## config.mk

```make
export PLATFORM = sky130hd
export DESIGN_NAME = banner_signature_matcher
export DESIGN_NICKNAME = d
export VERILOG_FILES = /design/src/rtl/bsm_pkg.sv /design/src/rtl/bsm_score_cell.sv /design/src/rtl/banner_signature_matcher.sv
export VERILOG_INCLUDE_DIRS = /design/src /design/src/rtl
export SDC_FILE = /design/constraint.sdc
export NUM_CORES = 1
export LEC_CHECK = 0
export BUFFER_PORTS_ARGS = -buffer_cell sky130_fd_sc_hd__buf_2
export CORE_MARGIN = 3
export CORE_UTILIZATION = 45
export CTS_CLUSTER_DIAMETER = 100
export DETAILED_ROUTE_END_ITERATION = 7
export PLACE_DENSITY_LB_ADDON = 0.25
export SYNTH_ARGS = -nofsm -noshare
export SYNTH_HDL_FRONTEND = slang
export SYNTH_SLANG_ARGS = --single-unit
```

## constraint.sdc

```tcl
create_clock -name clk -period 16.91 [get_ports clk]
set_input_delay 0.8455 -clock clk [delete_from_list [all_inputs] [get_ports clk]]
set_output_delay 0.8455 -clock clk [all_outputs]
set_load 0.01 [all_outputs]
```

## src/rtl/banner_signature_matcher_macros.svh

```systemverilog
// Assertion macros for the banner signature matcher.
`ifndef BANNER_SIGNATURE_MATCHER_MACROS_SVH
`define BANNER_SIGNATURE_MATCHER_MACROS_SVH
`ifndef SYNTHESIS
`define BSM_ASSERT_IMPL(label, clk, rst, a, b) \
  label: assert property (@(posedge clk) disable iff (rst) (a) |-> (b)) \
    else $error("assertion failed");
`define BSM_ASSERT_NEXT(label, clk, rst, a, b) \
  label: assert property (@(posedge clk) disable iff (rst) (a) |=> (b)) \
    else $error("assertion failed");
`else
`define BSM_ASSERT_IMPL(label, clk, rst, a, b)
`define BSM_ASSERT_NEXT(label, clk, rst, a, b)
`endif
`endif

```

## src/rtl/bsm_pkg.sv

```systemverilog
// ----------------------------------------------------------------------------
// bsm_pkg
// Signature table, score constants and the scoring word type.
// ----------------------------------------------------------------------------
package bsm_pkg;

  localparam int PAT_BYTES    = 28;
  localparam int SEEN_MAX     = 64;
  localparam int LANES        = 8;
  localparam int HINT_BONUS   = 10;
  localparam int HINT_PENALTY = 20;

  typedef struct packed {
    logic [8*PAT_BYTES-1:0] text;   // right aligned, zero padded on the left
    logic [6:0]             base;
    logic [15:0]            hint;
  } sig_t;

  // scoring word handed from cell to cell
  typedef struct packed {
    logic [SEEN_MAX-1:0] seen;
    logic [15:0]         port;
    logic                found;
    logic [5:0]          idx;
    logic [6:0]          best;
  } score_word_t;

  function automatic sig_t mk(input logic [8*PAT_BYTES-1:0] t, input int b, input int h);
    sig_t s;
    s.text = t;
    s.base = 7'(b);
    s.hint = 16'(h);
    return s;
  endfunction

  // signature ROM; slots past the table are empty and never match
  function automatic sig_t sig_rom(input logic [5:0] i);
    sig_t s;
    s = '0;
    case (i)
      6'd0:  s = mk({"Apa", "che/"}, 95, 80);
      6'd1:  s = mk({"ngi", "nx/"}, 95, 80);
      6'd2:  s = mk({"Microsoft", "-IIS/"}, 95, 80);
      6'd3:  s = mk("lighttpd/", 90, 80);
      6'd4:  s = mk("Cherokee/", 85, 80);
      6'd5:  s = mk("HTTP/1.", 70, 80);
      6'd6:  s = mk("Server: ", 60, 80);
      6'd7:  s = mk({"SSH-2.0-Op", "enSSH_"}, 95, 22);
      6'd8:  s = mk("SSH-2.0", 90, 22);
      6'd9:  s = mk("SSH-1.", 85, 22);
      6'd10: s = mk({"220 (vs", "FTPd"}, 95, 21);
      6'd11: s = mk({"220 Pro", "FTPD"}, 95, 21);
      6'd12: s = mk({"220 File", "Zilla Server"}, 90, 21);
      6'd13: s = mk("220 Microsoft FTP Service", 85, 21);
      6'd14: s = mk("220 ", 70, 21);
      6'd15: s = mk("220 ", 80, 25);
      6'd16: s = mk("ESMTP", 85, 25);
      6'd17: s = mk("Postfix", 90, 25);
      6'd18: s = mk("Sendmail", 90, 25);
      6'd19: s = mk("Microsoft ESMTP MAIL Service", 85, 25);
      6'd20: s = mk({"My", "SQL"}, 90, 3306);
      6'd21: s = mk({"Postgre", "SQL"}, 90, 5432);
      6'd22: s = mk("Microsoft SQL Server", 90, 1433);
      6'd23: s = mk({"Ora", "cle"}, 85, 1521);
      6'd24: s = mk({"Mongo", "DB"}, 85, 27017);
      6'd25: s = mk({"Red", "is"}, 85, 6379);
      6'd26: s = mk("POP3", 85, 110);
      6'd27: s = mk("IMAP", 85, 143);
      6'd28: s = mk({"Dove", "cot"}, 90, 143);
      6'd29: s = mk("BIND", 90, 53);
      6'd30: s = mk("dnsmasq", 85, 53);
      6'd31: s = mk("Telnet", 80, 23);
      6'd32: s = mk("SNMP", 80, 161);
      6'd33: s = mk("NTP", 75, 123);
      6'd34: s = mk("LDAP", 80, 389);
      6'd35: s = mk("HTTPS", 85, 443);
      6'd36: s = mk("FTPS", 80, 990);
      6'd37: s = mk("SMTPS", 80, 465);
      6'd38: s = mk("POP3S", 80, 995);
      6'd39: s = mk("IMAPS", 80, 993);
      6'd40: s = mk("RDP", 80, 3389);
      6'd41: s = mk("VNC", 85, 5900);
      6'd42: s = mk({"Team", "Viewer"}, 75, 5938);
      6'd43: s = mk("SMB", 80, 445);
      6'd44: s = mk("NetBIOS", 75, 139);
      6'd45: s = mk("NFS", 75, 2049);
      6'd46: s = mk("Squid", 85, 3128);
      6'd47: s = mk("SOCKS", 75, 1080);
      6'd48: s = mk({"Mine", "craft"}, 80, 25565);
      6'd49: s = mk({"Ste", "am"}, 75, 27015);
      6'd50: s = mk("SNMP", 80, 161);
      6'd51: s = mk({"Zab", "bix"}, 75, 10050);
      6'd52: s = mk("Nagios", 75, 5666);
      default: s = '0;
    endcase
    return s;
  endfunction

endpackage

```

## src/rtl/bsm_score_cell.sv

```systemverilog
// ----------------------------------------------------------------------------
// bsm_score_cell
// One scoring cell: scores its group of signatures and passes the best on.
// ----------------------------------------------------------------------------
module bsm_score_cell import bsm_pkg::*; #(
  parameter int CELL_ID       = 0,
  parameter int PATTERN_COUNT = 53
) (
  input  logic        clk,
  input  logic        rst,
  input  logic        up_valid,
  output logic        up_ready,
  input  score_word_t up_word,
  output logic        dn_valid,
  input  logic        dn_ready,
  output score_word_t dn_word
);

  score_word_t word_next;
  logic        valid;
  score_word_t word;

  assign up_ready = !valid || dn_ready;
  assign dn_valid = valid;
  assign dn_word  = word;

  // score each lane, strictly higher wins so ties keep the lower index
  always_comb begin
    sig_t       s;
    logic [7:0] score;
    int         i;
    word_next = up_word;
    for (int e = 0; e < LANES; e++) begin
      i = CELL_ID * LANES + e;
      s = sig_rom(6'(i));
      score = {1'b0, s.base};
      if (s.hint == up_word.port) begin
        score = score + 8'(HINT_BONUS);
      end else if (s.hint != 16'd0) begin
        score = score - 8'(HINT_PENALTY);
      end
      if (i < PATTERN_COUNT && up_word.seen[i] && score > {1'b0, word_next.best}) begin
        word_next.best  = score[6:0];
        word_next.idx   = 6'(i);
        word_next.found = 1'b1;
      end
    end
  end

  always_ff @(posedge clk) begin
    if (rst) begin
      valid <= 1'b0;
    end else if (up_ready) begin
      valid <= up_valid;
    end
    if (up_ready && up_valid) begin
      word <= word_next;
    end
  end

endmodule

```

## src/rtl/banner_signature_matcher.sv

```systemverilog
// A result passes through the NCELL registered scoring cells after its last byte is taken (7 at 53 patterns).
// Throughput: one byte per cycle while in_stall is low, set by the parallel window compare on each byte.
// Scoring runs as a chain of registered cells, eight signatures per cell.
// Reset (rst, synchronous): clears window, seen flags, zero mark and all cell valids.
// ----------------------------------------------------------------------------
// banner_signature_matcher
// Byte window compare against the signature ROM with a chained scoring pipe.
// ----------------------------------------------------------------------------
`include "banner_signature_matcher_macros.svh"
module banner_signature_matcher import bsm_pkg::*; #(
  parameter int WINDOW_BYTES  = 28,
  parameter int PATTERN_COUNT = 53
) (
  input  logic        clk,
  input  logic        rst,
  input  logic        in_valid,
  output logic        in_stall,
  input  logic [7:0]  banner_byte,
  input  logic        last_byte,
  input  logic [15:0] port_number,
  output logic        out_valid,
  input  logic        out_stall,
  output logic        match_found,
  output logic [5:0]  pattern_index,
  output logic [6:0]  best_score
);

  localparam int NCELL = (PATTERN_COUNT + LANES - 1) / LANES;

  logic [7:0]               recent [WINDOW_BYTES-1];
  logic [PATTERN_COUNT-1:0] seen;
  logic [PATTERN_COUNT-1:0] seen_next;
  logic [PATTERN_COUNT-1:0] hits;
  logic                     zero_seen;
  logic                     fire;
  logic                     scan;

  logic        c_valid [NCELL+1];
  logic        c_ready [NCELL+1];
  score_word_t c_word  [NCELL+1];

  assign in_stall = !c_ready[0];
  assign fire     = in_valid && !in_stall;
  assign scan     = !zero_seen && banner_byte != 8'd0;

  // compare every signature against the window ending at the current byte
  always_comb begin
    sig_t       s;
    logic [7:0] pb;
    logic [7:0] wb;
    for (int p = 0; p < PATTERN_COUNT; p++) begin
      s = sig_rom(6'(p));
      hits[p] = s.text != '0;
      for (int j = 0; j < PAT_BYTES; j++) begin
        pb = s.text[8*j +: 8];
        wb = (j == 0) ? banner_byte : recent[(j == 0) ? 0 : j-1];
        if (pb != 8'd0 && pb != wb) begin
          hits[p] = 1'b0;
        end
      end
    end
    seen_next = scan ? (seen | hits) : seen;
  end

  // window, flags and zero mark; cleared after the last byte
  always_ff @(posedge clk) begin
    if (rst || (fire && last_byte)) begin
      for (int k = 0; k < WINDOW_BYTES-1; k++) begin
        recent[k] <= 8'd0;
      end
      seen      <= '0;
      zero_seen <= 1'b0;
    end else if (fire) begin
      if (scan) begin
        recent[0] <= banner_byte;
        for (int k = 1; k < WINDOW_BYTES-1; k++) begin
          recent[k] <= recent[k-1];
        end
      end
      if (!zero_seen && banner_byte == 8'd0) begin
        zero_seen <= 1'b1;
      end
      seen <= seen_next;
    end
  end

  // head of the scoring chain
  assign c_valid[0]       = in_valid && last_byte;
  assign c_word[0].seen   = SEEN_MAX'(seen_next);
  assign c_word[0].port   = port_number;
  assign c_word[0].found  = 1'b0;
  assign c_word[0].idx    = 6'd0;
  assign c_word[0].best   = 7'd0;

  for (genvar c = 0; c < NCELL; c++) begin : g_cell
    bsm_score_cell #(
      .CELL_ID       (c),
      .PATTERN_COUNT (PATTERN_COUNT)
    ) u_cell (
      .clk      (clk),
      .rst      (rst),
      .up_valid (c_valid[c]),
      .up_ready (c_ready[c]),
      .up_word  (c_word[c]),
      .dn_valid (c_valid[c+1]),
      .dn_ready (c_ready[c+1]),
      .dn_word  (c_word[c+1])
    );
  end

  assign c_ready[NCELL] = !out_stall;
  assign out_valid      = c_valid[NCELL];
  assign match_found    = c_word[NCELL].found;
  assign pattern_index  = c_word[NCELL].idx;
  assign best_score     = c_word[NCELL].best;

  `BSM_ASSERT_IMPL(a_none_zero, clk, rst, out_valid && !match_found, pattern_index == 6'd0 && best_score == 7'd0)
  `BSM_ASSERT_IMPL(a_found_score, clk, rst, out_valid && match_found, best_score >= 7'd40)
  `BSM_ASSERT_NEXT(a_clear_after_last, clk, rst, fire && last_byte, seen == '0 && !zero_seen)

endmodule
```

==> out/results.ini <==
[run_status]
status = complete, no violations

[setup_path]
r2r-start = g_cell[2].u_cell.dn_word[19]
critPathCaptureType = register
crit_top_cell = ha_1
worst-r2r-cell-count = 69
arrival_ns = 15.87
cp.required_ns = 17.25
worst-setup-path-type = register to register
cp-start-kind = register
slowest_delay_ns = 0.53
worst-r2r-setup-slack_ns = 1.38
slowest_stage = nor4b_1
r2r-end = g_cell[3].u_cell.dn_word[11]
cp_max_fo = 10

[power_and_ir_drop]
max-vdd-ir-drop_mv = 0.0748
leakagePower_uw = 0.0141
power_uw = 3540
powerDensity_mw_per_mm2 = 94.0

[global_routing]
antenna_found_initial = 2
first_global_vias = 25795
track_usage_pct = 25.7
grt.overflow.total = 0
grt_max_degree = 115
grt_pass1_wl_um = 156000

[min_path]
min_to = g_cell[3].u_cell.dn_word[75]
worstHoldStart = g_cell[2].u_cell.dn_word[75]
min_path_type = register to register
min_delay_path_depth = 0

[detailed_routing]
vias = 26207
first_pass_iters = 6
drc = 0
wl_met2_um = 50000
wl_met3_um = 5510
drtIter0Drc = 2377
routed_wl_um = 103000
drt-met1-wl_um = 43000
wl_per_cell_um = 24.3
ant_nets = 0
routed_via_density = 6.20
top_layer = met5

[place]
dp_slack_ns = 1.63
gp_congestion = 1.00
io_buffers = 44
dp_hpwl_um = 77800

[clock_tree]
cts.sinks = 614
path_clk_slew_ns = 0.06
cts-root-buf = clkbuf_16
cts_setup_buffers = 0
htreeDepth = 3
cts-resized-gates = 0
cts-hold-fix-buffers = 0
cts_made_buffers = 70
cts_tree = yes
clk_latency_ns = 0.63
clk_path_buf_depth = 3

[layout]
antennaDiodeCount = 0
layout.nets = 3392
layout-drive-gt1-share_pct = 9.55
area_growth_syn_to_layout_pct = 11.0

[timing]
finalSetupTns_ns = 0
setup_violations = 0
worst_slack_ns = 1.38
post-route-period-util_pct = 91.8
rsz0062_at_grt = false
finalMaxSlewViolations = 0
hold_viol_final = 0
fmax_mhz = 64.4
max_slew.worst_pin.slew_ns = 1.26
hold_ws_ns = 0.409
skew_ns = 0.0266
period_minus_slack_ns = 15.53
maxSlewHeadroom_pct = 15.0

[floorplanning]
start_util_pct = 45.5
die-area_mm2 = 0.0788
die_x_um = 281
fp-row-count = 100
die_h_um = 281
core_area_mm2 = 0.0746
io_pins = 45

[yosys]
async_flop_share_pct = 0
synth-edff-count = 553
synth.distinct_cells = 106
synth.net_count = 3338
syn_inst = 3148
ys.warnings.count = 0
ys_ff_latch = 614
seq_area_frac_synth_pct = 52.5
synthFlopType = edfxtp_1
synth_area_mm2 = 0.0340
synth.avg_cell_area_um2 = 10.8

[flow_run]
maxCapViolCount = 0

worst max-delay path, delay by kind of cell (launching register included):
kind | cells | cell delay (ns)
and+or+nand+nor | 27 | 5.42
DFF | 1 | 0.45
muxes | 3 | 0.88
buffers and inverters | 4 | 0.33
adders and majority gates | 8 | 2.21
AOI/OAI and AO/OA | 27 | 5.98
synth_stat cells, types with 16 or more instances:
| library cell | count | area [µm²] |
|---|---|---|
| a21o_1 | 42 | 315 |
| or2_2 | 29 | 181 |
| a211oi_1 | 21 | 158 |
| ha_1 | 161 | 2010 |
| nand4b_1 | 29 | 254 |
| inv_1 | 117 | 439 |
| clkbuf_1 | 73 | 274 |
| nor2_1 | 261 | 980 |
| a31oi_1 | 30 | 188 |
| o211ai_1 | 19 | 143 |
| mux2_2 | 19 | 214 |
| nor4_1 | 77 | 482 |
| and3_1 | 30 | 188 |
| a21oi_1 | 118 | 591 |
| nor4bb_1 | 26 | 260 |
| nor3_1 | 89 | 445 |
| dfxtp_1 | 61 | 1220 |
| nand3_1 | 91 | 455 |
| nand2b_1 | 57 | 357 |
| o211a_1 | 19 | 190 |
| mux2i_1 | 31 | 310 |
| or4_1 | 30 | 225 |
| nand2_1 | 242 | 908 |
| nand4_1 | 87 | 544 |
| nor2b_1 | 56 | 350 |
| and2_1 | 245 | 1530 |
| edfxtp_1 | 553 | 16600 |
| o21ai_0 | 106 | 531 |
| or3_1 | 32 | 200 |
| o21a_1 | 51 | 383 |
| nor4b_1 | 42 | 368 |
| nor3b_1 | 16 | 120 |
through the flow:
step	cell area (µm²)	cells	utilization, %
floorplan	34000	3148	-
global placement	35300	4099	47.4
detailed placement	35300	4099	47.4
CTS	37700	4225	50.5
global route	37700	4225	50.5
finish	37700	4225	50.5
flip-flops by register name, indices dropped and copies added (netlist names):
name                    count
recent                    216
seen                       53
g_cell.u_cell.dn_valid      7
g_cell.u_cell.dn_word     337
zero_seen                   1
final cells by class:
type                       count  area, µm²
clock buffer                  84       1820
clock inverter                42        553
fill                        6636      36900
inverter                     121        454
multi-input combinational   2320      15400
sequential                   614      17800
tap                          969       1210
timing repair buffer          75        453
layout by cell type (no fill, tap or decap), types with 31 or more instances in the layout:
master       n
a21o_1      42
a21oi_1    118
and2_1     244
buf_2       44
buf_4       31
clkbuf_16   70
dfxtp_1     61
edfxtp_1   553
ha_1       161
inv_1      116
mux2i_1     31
nand2_1    242
nand2b_1    57
nand3_1     91
nand4_1     87
nor2_1     260
nor2b_1     54
nor3_1      88
nor4_1      77
nor4b_1     41
o21a_1      51
o21ai_0    105
or3_1       32
routing by layer:
metal,vias up,track usage (%)
li1,12111,-
met1,12907,32.9
met2,957,44.4
met3,230,3.12
met4,2,10.3
met5,-,0
worst max path at each step:
stage,from,to,slack [ns]
global placement,g_cell[2].u_cell.dn_word[23],g_cell[3].u_cell.dn_word[2],2.06
detailed placement,g_cell[2].u_cell.dn_word[19],g_cell[3].u_cell.dn_word[10],1.63
finish,g_cell[2].u_cell.dn_word[19],g_cell[3].u_cell.dn_word[11],1.38
global route,g_cell[2].u_cell.dn_word[19],g_cell[3].u_cell.dn_word[11],0.20
CTS,g_cell[2].u_cell.dn_word[19],g_cell[3].u_cell.dn_word[10],1.60
floorplan,g_cell[2].u_cell.dn_word[19],g_cell[3].u_cell.dn_word[2],3.33
cell families after synthesis:
kind of cell / synth area share (%)
simple gates: 25.3
flops: 52.5
compound gates: 12.0
buf+inv: 2.53
fa+ha+maj: 5.93
mux: 1.66
report_power, final:
group          leakage [µW]  switching, µW  internal (µW)
sequential          0.00603           61.1           1710
clock               0.00114            644            908
combinational       0.00692            141           77.7
(Power assumes the default switching activity.)
